### config.mk
export PLATFORM = sky130hd
export DESIGN_NAME = luhn_card_number_classifier_top_flat
export DESIGN_NICKNAME = d
export VERILOG_FILES = /design/src/rtl/lccn_pkg.sv /design/src/rtl/lccn_if.sv /design/src/rtl/lccn_bcd.sv /design/src/rtl/lccn_luhn.sv /design/src/rtl/luhn_card_number_classifier_top.sv /design/src/flat_wrapper.sv
export SDC_FILE = /design/constraint.sdc
export NUM_CORES = 1
export LEC_CHECK = 0
export BUFFER_PORTS_ARGS = -buffer_cell sky130_fd_sc_hd__buf_4
export CORE_MARGIN = 1
export CORE_UTILIZATION = 30
export DETAILED_ROUTE_END_ITERATION = 16
export GPL_TIMING_DRIVEN = 0
export PLACE_DENSITY_LB_ADDON = 0.3
export SYNTH_ARGS = -nofsm -noshare
export SYNTH_HDL_FRONTEND = slang
export SYNTH_HIERARCHICAL = 1
export SYNTH_SLANG_ARGS = --single-unit
### constraint.sdc
create_clock -name clk_i -period 3.6 [get_ports clk_i]
set_input_delay 0.54 -clock clk_i [delete_from_list [all_inputs] [get_ports clk_i]]
set_output_delay 0.54 -clock clk_i [all_outputs]
set_load 0.01 [all_outputs]
### src/rtl/lccn_pkg.sv
// Shared constants, types and helpers for the card number classifier.
package lccn_pkg;

  localparam int unsigned CardNumW = 63;
  localparam int unsigned NumDigits = 19;
  localparam int unsigned DigitW = 4;
  localparam int unsigned BcdW = NumDigits * DigitW;
  localparam int unsigned ShiftCntW = $clog2(CardNumW);
  localparam int unsigned IdxW = $clog2(NumDigits);
  localparam int unsigned CountW = 5;

  localparam logic [DigitW-1:0] Radix = 4'd10;
  localparam logic [CountW-1:0] AmexLen = 5'd15;
  localparam logic [CountW-1:0] LongLen = 5'd16;
  localparam logic [CountW-1:0] ShortLen = 5'd13;
  localparam logic [DigitW-1:0] AmexSecondB = 4'd7;

  typedef enum logic [1:0] {
    KIND_INVALID    = 2'd0,
    KIND_AMEX       = 2'd1,
    KIND_MASTERCARD = 2'd2,
    KIND_VISA       = 2'd3
  } card_kind_e;

  typedef struct packed {
    card_kind_e         kind;
    logic               ok;
    logic [CountW-1:0]  count;
  } lccn_res_t;

  // Luhn doubling: 2d, folded to its digit sum when it reaches ten.
  function automatic logic [DigitW-1:0] dbl_digit(input logic [DigitW-1:0] d);
    logic [DigitW:0] t;
    t = {d, 1'b0};
    if (t >= {1'b0, Radix}) begin
      t = t - 5'd9;
    end
    return t[DigitW-1:0];
  endfunction

endpackage

### src/rtl/lccn_if.sv
// Request and result channel interfaces of the card number classifier.
interface lccn_in_if;
  import lccn_pkg::*;
  logic                valid;
  logic                ready;
  logic [CardNumW-1:0] card_number;

  modport source (output valid, output card_number, input ready);
  modport sink (input valid, input card_number, output ready);
endinterface

interface lccn_out_if;
  import lccn_pkg::*;
  logic              valid;
  logic              ready;
  logic [1:0]        card_kind;
  logic              luhn_ok;
  logic [CountW-1:0] digit_count;

  modport source (output valid, output card_kind, output luhn_ok, output digit_count,
                  input ready);
  modport sink (input valid, input card_kind, input luhn_ok, input digit_count,
                output ready);
endinterface

### src/rtl/lccn_bcd.sv
// Bit-serial binary to BCD converter (shift and add-3), one input bit per cycle.
module lccn_bcd (
  input  logic                          clk_i,
  input  logic                          rst_ni,
  input  logic                          start_i,
  input  logic [lccn_pkg::CardNumW-1:0] bin_i,
  output logic                          done_o,
  output logic [lccn_pkg::BcdW-1:0]     bcd_o
);
  import lccn_pkg::*;

  logic                 busy_q, busy_d;
  logic                 done_q, done_d;
  logic [ShiftCntW-1:0] cnt_q, cnt_d;
  logic [CardNumW-1:0]  bin_q, bin_d;
  logic [BcdW-1:0]      bcd_q, bcd_d;
  logic [BcdW-1:0]      adj;

  // Add 3 to every digit of 5 or more before the shift.
  always_comb begin
    for (int i = 0; i < NumDigits; i++) begin
      if (bcd_q[i*DigitW +: DigitW] >= 4'd5) begin
        adj[i*DigitW +: DigitW] = bcd_q[i*DigitW +: DigitW] + 4'd3;
      end else begin
        adj[i*DigitW +: DigitW] = bcd_q[i*DigitW +: DigitW];
      end
    end
  end

  always_comb begin
    busy_d = busy_q;
    done_d = 1'b0;
    cnt_d  = cnt_q;
    bin_d  = bin_q;
    bcd_d  = bcd_q;
    if (start_i) begin
      busy_d = 1'b1;
      cnt_d  = '0;
      bin_d  = bin_i;
      bcd_d  = '0;
    end else if (busy_q) begin
      bcd_d = {adj[BcdW-2:0], bin_q[CardNumW-1]};
      bin_d = {bin_q[CardNumW-2:0], 1'b0};
      cnt_d = cnt_q + 1'b1;
      if (cnt_q == ShiftCntW'(CardNumW - 1)) begin
        busy_d = 1'b0;
        done_d = 1'b1;
      end
    end
  end

  always_ff @(posedge clk_i or negedge rst_ni) begin
    if (!rst_ni) begin
      busy_q <= 1'b0;
      done_q <= 1'b0;
      cnt_q  <= '0;
    end else begin
      busy_q <= busy_d;
      done_q <= done_d;
      cnt_q  <= cnt_d;
    end
  end

  always_ff @(posedge clk_i) begin
    bin_q <= bin_d;
    bcd_q <= bcd_d;
  end

  assign done_o = done_q;
  assign bcd_o  = bcd_q;

endmodule

### src/rtl/lccn_luhn.sv
// Digit-serial Luhn checksum, digit count and brand classification.
module lccn_luhn (
  input  logic                      clk_i,
  input  logic                      rst_ni,
  input  logic                      start_i,
  input  logic [lccn_pkg::BcdW-1:0] bcd_i,
  output logic                      done_o,
  output lccn_pkg::lccn_res_t       res_o
);
  import lccn_pkg::*;

  logic              busy_q, busy_d;
  logic              done_q, done_d;
  logic [IdxW-1:0]   idx_q, idx_d;
  logic [BcdW-1:0]   dig_q, dig_d;
  logic [DigitW-1:0] sum_q, sum_d;
  logic [DigitW-1:0] prev_q, prev_d;
  logic [DigitW-1:0] first_q, first_d;
  logic [DigitW-1:0] second_q, second_d;
  logic [CountW-1:0] count_q, count_d;
  logic [DigitW-1:0] cur, term;
  logic [DigitW:0]   sum_raw;

  assign cur     = dig_q[DigitW-1:0];
  assign term    = idx_q[0] ? dbl_digit(cur) : cur;
  assign sum_raw = {1'b0, sum_q} + {1'b0, term};

  always_comb begin
    busy_d   = busy_q;
    done_d   = 1'b0;
    idx_d    = idx_q;
    dig_d    = dig_q;
    sum_d    = sum_q;
    prev_d   = prev_q;
    first_d  = first_q;
    second_d = second_q;
    count_d  = count_q;
    if (start_i) begin
      busy_d   = 1'b1;
      idx_d    = '0;
      dig_d    = bcd_i;
      sum_d    = '0;
      prev_d   = '0;
      first_d  = '0;
      second_d = '0;
      count_d  = '0;
    end else if (busy_q) begin
      // checksum kept modulo ten
      if (sum_raw >= {1'b0, Radix}) begin
        sum_d = DigitW'(sum_raw - {1'b0, Radix});
      end else begin
        sum_d = sum_raw[DigitW-1:0];
      end
      // highest non-zero digit so far sets the length and leading pair
      if (cur != '0) begin
        count_d  = CountW'(idx_q) + 1'b1;
        first_d  = cur;
        second_d = prev_q;
      end
      prev_d = cur;
      dig_d  = {{DigitW{1'b0}}, dig_q[BcdW-1:DigitW]};
      idx_d  = idx_q + 1'b1;
      if (idx_q == IdxW'(NumDigits - 1)) begin
        busy_d = 1'b0;
        done_d = 1'b1;
      end
    end
  end

  always_ff @(posedge clk_i or negedge rst_ni) begin
    if (!rst_ni) begin
      busy_q   <= 1'b0;
      done_q   <= 1'b0;
      idx_q    <= '0;
      sum_q    <= '0;
      count_q  <= '0;
    end else begin
      busy_q   <= busy_d;
      done_q   <= done_d;
      idx_q    <= idx_d;
      sum_q    <= sum_d;
      count_q  <= count_d;
    end
  end

  always_ff @(posedge clk_i) begin
    dig_q    <= dig_d;
    prev_q   <= prev_d;
    first_q  <= first_d;
    second_q <= second_d;
  end

  always_comb begin
    res_o.count = count_q;
    res_o.ok    = (count_q != '0) && (sum_q == '0);
    res_o.kind  = KIND_INVALID;
    if (res_o.ok && count_q >= 5'd2) begin
      if (count_q == AmexLen && first_q == 4'd3 &&
          (second_q == 4'd4 || second_q == AmexSecondB)) begin
        res_o.kind = KIND_AMEX;
      end else if (count_q == LongLen && first_q == 4'd5 &&
                   (second_q inside {[4'd1:4'd5]})) begin
        res_o.kind = KIND_MASTERCARD;
      end else if (first_q == 4'd4 && (count_q == ShortLen || count_q == LongLen)) begin
        res_o.kind = KIND_VISA;
      end
    end
  end

  assign done_o = done_q;

`ifndef ASSERT_OFF
  a_sum_mod10: assert property (@(posedge clk_i) disable iff (!rst_ni) sum_q < Radix)
    else $error("luhn sum left modulo-ten range");
  a_count_range: assert property (@(posedge clk_i) disable iff (!rst_ni)
    count_q <= CountW'(NumDigits))
    else $error("digit count beyond largest length");
  a_done_pulse: assert property (@(posedge clk_i) disable iff (!rst_ni)
    done_q |-> !busy_q && $past(busy_q))
    else $error("luhn done without a finished scan");
`endif

endmodule

### src/rtl/luhn_card_number_classifier_top.sv
// Top level: card number to decimal, Luhn check and brand classification.
//
// Each request carries one 63-bit binary card number and yields exactly one
// result: card_kind (0 invalid, 1 amex, 2 mastercard, 3 visa), luhn_ok and
// digit_count. One request is worked on at a time. From acceptance it passes
// through the bit-serial binary to BCD converter (one input bit per
// cycle through a shift-and-add-3 register) and then the Luhn unit
// (one decimal digit per cycle, least significant first). The result sits
// in an output register, and in_i.ready rises again in the same cycle that
// the result appears there; the next request is taken while an earlier
// result still waits on out_o.ready. If a finished result finds that
// register still full, the block holds it until the register frees. Zero
// gives an invalid result with luhn_ok low and digit_count zero.
module luhn_card_number_classifier_top (
  input  logic       clk_i,
  input  logic       rst_ni,
  lccn_in_if.sink    in_i,
  lccn_out_if.source out_o
);
  import lccn_pkg::*;

  localparam logic [1:0] ST_IDLE = 2'd0;
  localparam logic [1:0] ST_CONV = 2'd1;
  localparam logic [1:0] ST_SCAN = 2'd2;
  localparam logic [1:0] ST_HOLD = 2'd3;

  logic [1:0]        state_q, state_d;
  logic              out_valid_q, out_valid_d;
  card_kind_e        kind_q, kind_d;
  logic              ok_q, ok_d;
  logic [CountW-1:0] count_q, count_d;

  logic              req_acc;
  logic              bcd_done;
  logic [BcdW-1:0]   bcd;
  logic              luhn_done;
  lccn_res_t         res;
  logic              out_free;
  logic              load;

  assign in_i.ready = (state_q == ST_IDLE);
  assign req_acc    = in_i.valid && in_i.ready;
  // output register can take a new result this cycle
  assign out_free   = !out_valid_q || out_o.ready;
  assign load       = ((state_q == ST_SCAN && luhn_done) || state_q == ST_HOLD) && out_free;

  lccn_bcd u_bcd (
    .clk_i   (clk_i),
    .rst_ni  (rst_ni),
    .start_i (req_acc),
    .bin_i   (in_i.card_number),
    .done_o  (bcd_done),
    .bcd_o   (bcd)
  );

  lccn_luhn u_luhn (
    .clk_i   (clk_i),
    .rst_ni  (rst_ni),
    .start_i (bcd_done),
    .bcd_i   (bcd),
    .done_o  (luhn_done),
    .res_o   (res)
  );

  always_comb begin
    state_d = state_q;
    case (state_q)
      ST_IDLE: begin
        if (req_acc) begin
          state_d = ST_CONV;
        end
      end
      ST_CONV: begin
        if (bcd_done) begin
          state_d = ST_SCAN;
        end
      end
      ST_SCAN: begin
        if (luhn_done) begin
          state_d = out_free ? ST_IDLE : ST_HOLD;
        end
      end
      ST_HOLD: begin
        if (out_free) begin
          state_d = ST_IDLE;
        end
      end
      default: begin
        state_d = ST_IDLE;
      end
    endcase
  end

  // result register: loaded from the Luhn unit, which holds its result
  always_comb begin
    out_valid_d = out_valid_q;
    kind_d      = kind_q;
    ok_d        = ok_q;
    count_d     = count_q;
    if (out_valid_q && out_o.ready) begin
      out_valid_d = 1'b0;
    end
    if (load) begin
      out_valid_d = 1'b1;
      kind_d      = res.kind;
      ok_d        = res.ok;
      count_d     = res.count;
    end
  end

  always_ff @(posedge clk_i or negedge rst_ni) begin
    if (!rst_ni) begin
      state_q     <= ST_IDLE;
      out_valid_q <= 1'b0;
    end else begin
      state_q     <= state_d;
      out_valid_q <= out_valid_d;
    end
  end

  always_ff @(posedge clk_i) begin
    kind_q  <= kind_d;
    ok_q    <= ok_d;
    count_q <= count_d;
  end

  assign out_o.valid       = out_valid_q;
  assign out_o.card_kind   = kind_q;
  assign out_o.luhn_ok     = ok_q;
  assign out_o.digit_count = count_q;

`ifndef ASSERT_OFF
  a_req_starts_conv: assert property (@(posedge clk_i) disable iff (!rst_ni)
    req_acc |=> state_q == ST_CONV)
    else $error("accepted request did not start conversion");
  a_bcd_done_in_conv: assert property (@(posedge clk_i) disable iff (!rst_ni)
    bcd_done |-> state_q == ST_CONV)
    else $error("conversion finished outside conversion phase");
  a_luhn_done_in_scan: assert property (@(posedge clk_i) disable iff (!rst_ni)
    luhn_done |-> state_q == ST_SCAN)
    else $error("luhn scan finished outside scan phase");
  a_ok_zero_count: assert property (@(posedge clk_i) disable iff (!rst_ni)
    out_valid_q && count_q == '0 |-> !ok_q && kind_q == KIND_INVALID)
    else $error("zero-digit result marked valid");
`endif

endmodule
### src/flat_wrapper.sv
// flat-port wrapper written by rule: the top's interface ports become plain ports
module luhn_card_number_classifier_top_flat import lccn_pkg::*;
  (clk_i, rst_ni, in_i_valid, in_i_card_number, in_i_ready, out_o_valid, out_o_card_kind, out_o_luhn_ok, out_o_digit_count, out_o_ready);
  lccn_in_if in_i_i ();
  lccn_out_if out_o_i ();
  input  logic clk_i;
  input  logic rst_ni;
  input wire logic [$bits(in_i_i.valid)-1:0] in_i_valid;
  input wire logic [$bits(in_i_i.card_number)-1:0] in_i_card_number;
  output wire logic [$bits(in_i_i.ready)-1:0] in_i_ready;
  output wire logic [$bits(out_o_i.valid)-1:0] out_o_valid;
  output wire logic [$bits(out_o_i.card_kind)-1:0] out_o_card_kind;
  output wire logic [$bits(out_o_i.luhn_ok)-1:0] out_o_luhn_ok;
  output wire logic [$bits(out_o_i.digit_count)-1:0] out_o_digit_count;
  input wire logic [$bits(out_o_i.ready)-1:0] out_o_ready;
  assign in_i_i.valid = in_i_valid;
  assign in_i_i.card_number = in_i_card_number;
  assign in_i_ready = in_i_i.ready;
  assign out_o_valid = out_o_i.valid;
  assign out_o_card_kind = out_o_i.card_kind;
  assign out_o_luhn_ok = out_o_i.luhn_ok;
  assign out_o_digit_count = out_o_i.digit_count;
  assign out_o_i.ready = out_o_ready;
  luhn_card_number_classifier_top u_core (.clk_i(clk_i), .rst_ni(rst_ni), .in_i(in_i_i), .out_o(out_o_i));
endmodule
## Word-level counts from Yosys, hierarchy flattened

Cells that the tools add are included.

| word-level totals | value |
|---|---|
| output and inout port bits | 10 |
| logic and storage cells | 173 |
| register bits after elaboration | 262 |
| input bits | 67 |

| operators by class | value |
|---|---|
| order comparisons | 24 |
| add/sub/neg operators | 24 |
| bitwise logic cells | 1 |
| reductions and logical operators | 29 |
| muxes and demuxes | 58 |
| eq/ne operators | 17 |

Operator list:

| kind | number |
|---|---|
| $mux 76 | 2 |
| $mux 63 | 2 |
| $mux 4 | 23 |
| $ge 4x3->1 const B | 19 |
| $add 4x2->4 const B | 18 |
| $mux 5 | 5 |
| $eq 4x3->1 const B | 4 |
| $mux 1 | 15 |
| $mux 2 | 7 |
| $logic_and 1x1->1 | 12 |
| $mux 6 | 2 |
| $eq 5x4->1 const B | 2 |
| $eq 5x5->1 const B | 2 |
| $ge 5x4->1 const B | 2 |
| $pmux 2 s4 | 1 |
| $reduce_bool 2->1 | 4 |
| $sub 4x4->4 const B | 2 |
| $add 6x1->6 const B | 1 |
| $eq 6x6->1 const B | 1 |
| $ne 2x2->1 const B | 3 |
| $add 4x4->5 | 1 |
| $add 5x1->5 const B | 1 |
| $ge 5x2->1 const B | 1 |
| $reduce_bool 5->1 | 1 |
| other kinds (17) | 22 |

## Longest topological paths before layout

| depth | value |
|---|---|
| word-level depth | 8 |
| gate-level depth with buffers | 15 |
| gate-level depth less buffers | 15 |

## Modules after synthesis

The synthesis kept the hierarchy.

Modules (own cells, without submodules):

| module | times used | area each (µm²) | seq. area each (µm²) | cells an instance |
|---|---|---|---|---|
| lccn_bcd | 1 | 7594.8 | 3613.5 | 761 |
| lccn_luhn | 1 | 4774.6 | 2922.8 | 346 |
| luhn_card_number_classifier_top | 1 | 399.1 | 315.3 | 25 |

## Least setup slack after synthesis

No wires, ideal clock.

| timing path | value |
|---|---|
| path kind | register to register |
| from | reg u_core.u_luhn.dig_q[0] |
| to | reg u_core.u_luhn.sum_q[1] |
| data required time | 3501 ps |
| clock period less this slack | 3140 ps |
| stages on the path, launching flop included | 16 |
| setup time | 99 ps |
| path buffers | 0 |
| arrival | 3040 ps |
| slack | 460 ps |
| path through | edfxtp_1 > inv_1 > ha_1 > nand2b_1 > a21oi_1 > xnor2_1 > nand2_1 > o21ai_0 > fa_1 > xor2_1 > inv_1 > ha_1 > o21ai_1 > a211oi_2 > or3_1 > a311oi_1 |

| between the ends | value |
|---|---|
| word-level cells in the longest chain between the ends | 8 |
| elaborated cells on any way between the ends | 10 |
| those cells by class | add/sub (3); order compare (2); mux (5) |

Ends and longest elaborated chain:

| element | line | source |
|---|---|---|
| start: declaration | lccn_luhn.sv:15 | `logic [BcdW-1:0] dig_q, dig_d;` |
| start signal: assignment | lccn_luhn.sv:87 | `dig_q <= dig_d;` |
| $sub 4x4->4 or $ge 5x4->1 (tied branches) | lccn_pkg.sv:36, lccn_pkg.sv:35 |  |
| $mux 4 | lccn_pkg.sv:35 | `if (t >= {1'b0, Radix}) begin` |
| $mux 4 * | lccn_luhn.sv:25 | `assign term = idx_q[0] ? dbl_digit(cur) : cur;` |
| $add 4x4->5 * | lccn_luhn.sv:26 | `assign sum_raw = {1'b0, sum_q} + {1'b0, term};` |
| $sub 4x4->4 or $ge 5x4->1 (tied branches) | lccn_luhn.sv:50, lccn_luhn.sv:49 |  |
| $mux 4 * | lccn_luhn.sv:49 | `if (sum_raw >= {1'b0, Radix}) begin` |
| $mux 4 * | lccn_luhn.sv:47 | `end else if (busy_q) begin` |
| $mux 4 * | lccn_luhn.sv:38 | `if (start_i) begin` |
| end signal: assignment | lccn_luhn.sv:81 | `sum_q <= sum_d;` |
| end: declaration | lccn_luhn.sv:16 | `logic [DigitW-1:0] sum_q, sum_d;` |

Every way passes the cells marked *; elsewhere a longest branch is shown, timed or not. The select of a mux whose other input is x is not followed.
A chain may end at the register's enable or synchronous reset.

## Final worst setup path

Same ends and word-level chain as after synthesis.

==> flow_summary.toml <==
[flow_run]
drv_cap = 0

[timing]
hold_viol_final = 0
fin_crit_sh = 0.9323
slew_violations = 0
finalSetupViolCount = 0
relSlewSlack = 0.3878
worstMarginPinSlew_ps = 918.4
finalHoldWorstSlack_ps = 279.6
setup_slack_ps = 243.9
skew_ps = 21.98
period_needed_ps = 3356
fmax_mhz = 298.0

[synthesis]
async_reset_ff_frac = 0.1031
yosysTopAreaCell = "edfxtp_1"
syn_avg_cell_area_um2 = 11.28
synth_xor_area_frac = 0.01029
synth_area_um2 = 12770
yosys_warnings = 6
synth_mux_area_frac = 0.1265
ys_ff_latch = 262
synth_compound_area_frac = 0.1331
ys.flop_type = "edfxtp_1"
synth_top_family_by_area = "compound AO/OA/AOI/OAI gates"
synth_nets = 1250
synthAdderAreaFrac = 0.05056
synthDominantCellAreaShare = 0.3457
synth_edf_count = 147
synthTopCellsByArea = "edfxtp_1, dfxtp_1, mux2_2"
synthSimpleGateAreaFrac = 0.09819
synth_cells = 1132
synth-seq-area-share = 0.5366
ys_types = 54

[power]
seqPwrFrac = 0.514
intPower_mw = 4.863
power.density_nw_per_um2 = 405.1
clkPwrFrac = 0.476
netSwitchingPower_mw = 1.226
swShare = 0.2014
power_frac_comb = 0.010
power_mw = 6.089
ir_drop_v = 0.0003381
p_leak_nw = 5.252

[critical_path]
crit_fanout = 6
critPathBufInv = 2
slowest_stage = "edfxtp_1"
crit_path_end_kind = "flip-flop"
crit_required_ps = 4040
crit_family = "adder cells"
cp_data_arrival_time_ps = 3800
crit_start = "u_core/u_luhn/dig_q[0]"
r2r_start = "u_core/u_luhn/dig_q[0]"
cp-start-kind = "flip-flop"
worst_path_largest_cell_delay_ps = 460
crit_type = "flip-flop to flip-flop"
crit_chain = "inv_1 > ha_1 > nand2b_1 > a21oi_2 > xnor2_1 > nand2_1 > o21ai_0 > fa_2 > xor2_2 > inv_1 > ha_1 > o21ai_1 > a211oi_2 > or3_1 > a311oi_2"

[clock_network]
worstSkewPairLatency_ps = 560
cts_setup_buffers = 0
h-tree-depth = 1
clock-sinks = 262
cts_tree = "built"
cts-root-buf = "clkbuf_16"
cts_buffer_depth = 3
path_clk_slew_ps = 60
numCtsBuffers = 30

[route]
drcViolationCount = 0
topRoutingLayerUsed = "met4"
drt_iter0_drc = 581
wirelength_met1_um = 13770
route.met2.wl_um = 14090
dr.pass1.iters = 4
ant_nets = 0
vias_per_cell = 4.987
routed-wl-met3_um = 976
routed_wl_um = 29620
vias = 9006
wl_per_cell_um = 16.40

[floorplan]
dieArea_um2 = 43390
initial_core_util = 0.3044
num_io_pins = 77
die_h_um = 208.3
coreArea_um2 = 41950
die_w_um = 208.3
rows = 75

[placed_design]
dp_hpwl_um = 20010
gp_congestion = 0.8194
dpl_cell_area_um2 = 14060
detailedPlace.worstSlack_ps = 148.1
io_buffers = 76

[layout]
fin_nets = 1361
final_cell_mix = "edfxtp_1, mux2_2, dfxtp_1"
antennaDiodeCount = 0
layout_commonest_cell = "edfxtp_1"
fillCellCount = 4124
layout-drive-gt1-share = 0.2541
area_growth_pct = 17.72
fin_area_um2 = 15030
fin_util = 0.3583

[min_path]
hp-class = "input pin to flip-flop"
min_from = "in_i_card_number[0]"

[global_routing]
grt_usage = 0.1359
antenna_found_initial = 0
grt_max_degree = 42
grt_pass1_wl_um = 47640
grt.overflow.total = 0
grt_pass1_vias = 8902

[status]
status = "finished, final reports clean"
## path summary, 6_finish.rpt
path	end	slack [ps]	cells after the start
setup / recovery	u_core/u_luhn/sum_q[1]	240	15
hold / removal	u_core/u_bcd/bin_q[0]	280	2
setup reg to reg	u_core/u_luhn/sum_q[1]	240	15
hold reg to reg	u_core/u_luhn/prev_q[3]	470	2
max in group asynchronous	u_core/u_bcd/done_o	2850	2
min in group asynchronous	u_core/u_bcd/cnt_q[0]	460	2
## worst reg2reg max path: cells and delay by family, from the launching register on
| kind | cells | cell delay, ps |
|---|---|---|
| adders and majority gates | 3 | 930 |
| buffers and inverters | 2 | 210 |
| AOI/OAI and AO/OA | 5 | 870 |
| and+or+nand+nor | 3 | 520 |
| DFF | 1 | 460 |
| xor gates and xnor gates | 2 | 280 |
## cell families (layout without fill, tap and decap cells)
logic type / after synthesis / after routing
AO/OA/AOI/OAI: 263 / 263
flip-flops: 262 / 262
AND/OR/NAND/NOR: 259 / 259
multiplexers: 144 / 144
buffers and inverters: 138 / 273
adder cells (fa/ha/maj): 51 / 51
XOR/XNOR: 15 / 15
## per-stage QoR
step / cells / TNS [ps]
global route: 1806 / -21.48
CTS: 1806 / 0
floorplan: 1132 / 0
finish: 1806 / 0
global placement: 1747 / -96620
detailed placement: 1749 / 0
## synth_stat cells (5+ instances only)
cell,count
or3_1,20
mux2_2,135
and2_1,8
a21oi_1,69
a311oi_1,18
o21ai_0,48
ha_1,50
buf_1,5
a211oi_1,5
inv_1,84
mux2i_1,8
nor2_1,79
xor2_1,10
o32ai_1,19
nor3_1,22
o22a_1,17
clkbuf_1,12
nand3_1,25
edfxtp_1,147
dfrtp_1,27
buf_2,34
nand4_1,23
xnor2_1,5
o21ai_1,35
nand2b_1,8
nand2_1,57
o22ai_1,18
dfxtp_1,88
a21bo_2,17
## power by group through the flow
stage | Combinational (mW) | Sequential [mW] | Clock [mW]
3_3_place_gp | 0.0603 | 3.19 | 0
2_1_floorplan | 0.000770 | 3.19 | 0
3_5_place_dp | 0.0612 | 3.19 | 0
4_1_cts | 0.0622 | 3.13 | 2.98
5_1_grt | 0.0667 | 3.13 | 3.09
6_report | 0.0609 | 3.13 | 2.90
## layout make-up
type | count | area, um^2 | area share
Inverter | 84 | 317.8 | 0.02114
Clock buffer | 47 | 885.9 | 0.05894
Buffer | 54 | 256.5 | 0.01706
Timing Repair Buffer | 79 | 620.6 | 0.04129
Multi-Input combinational cell | 732 | 5365 | 0.3569
Clock inverter | 9 | 58.81 | 0.003912
Sequential cell | 262 | 6852 | 0.4558
Tap cell | 539 | 674.4 | 0.04487
## sequential cells by signal, indices dropped and copies added, names as in the netlist, 2 cells and up
signal,flops
u_core/u_luhn/prev_q,4
u_core/u_luhn/dig_q,76
u_core/u_bcd/cnt_q,6
u_core/u_bcd/bcd_o,76
u_core/state_q,2
u_core/u_luhn/count_q,5
u_core/u_bcd/bin_q,63
u_core/out_o.card_kind,2
u_core/u_luhn/sum_q,4
u_core/u_luhn/idx_q,5
u_core/u_luhn/first_q,4
u_core/u_luhn/second_q,4
u_core/out_o.digit_count,5
## routing by layer
layer,GRT usage,vias up
met3,0.01842,57
met4,0.04444,0
met2,0.2296,145
li1,-,4414
met1,0.1788,4390
met5,0,-
## repair_timing
item | in CTS | in global routing
hold buffers | 1 | 0
gates resized for setup | 0 | 4
hold endpoints to repair | 27 | 0
endpoints found under the setup margin | 0 | 2
Power figures use the tool's default switching activity.
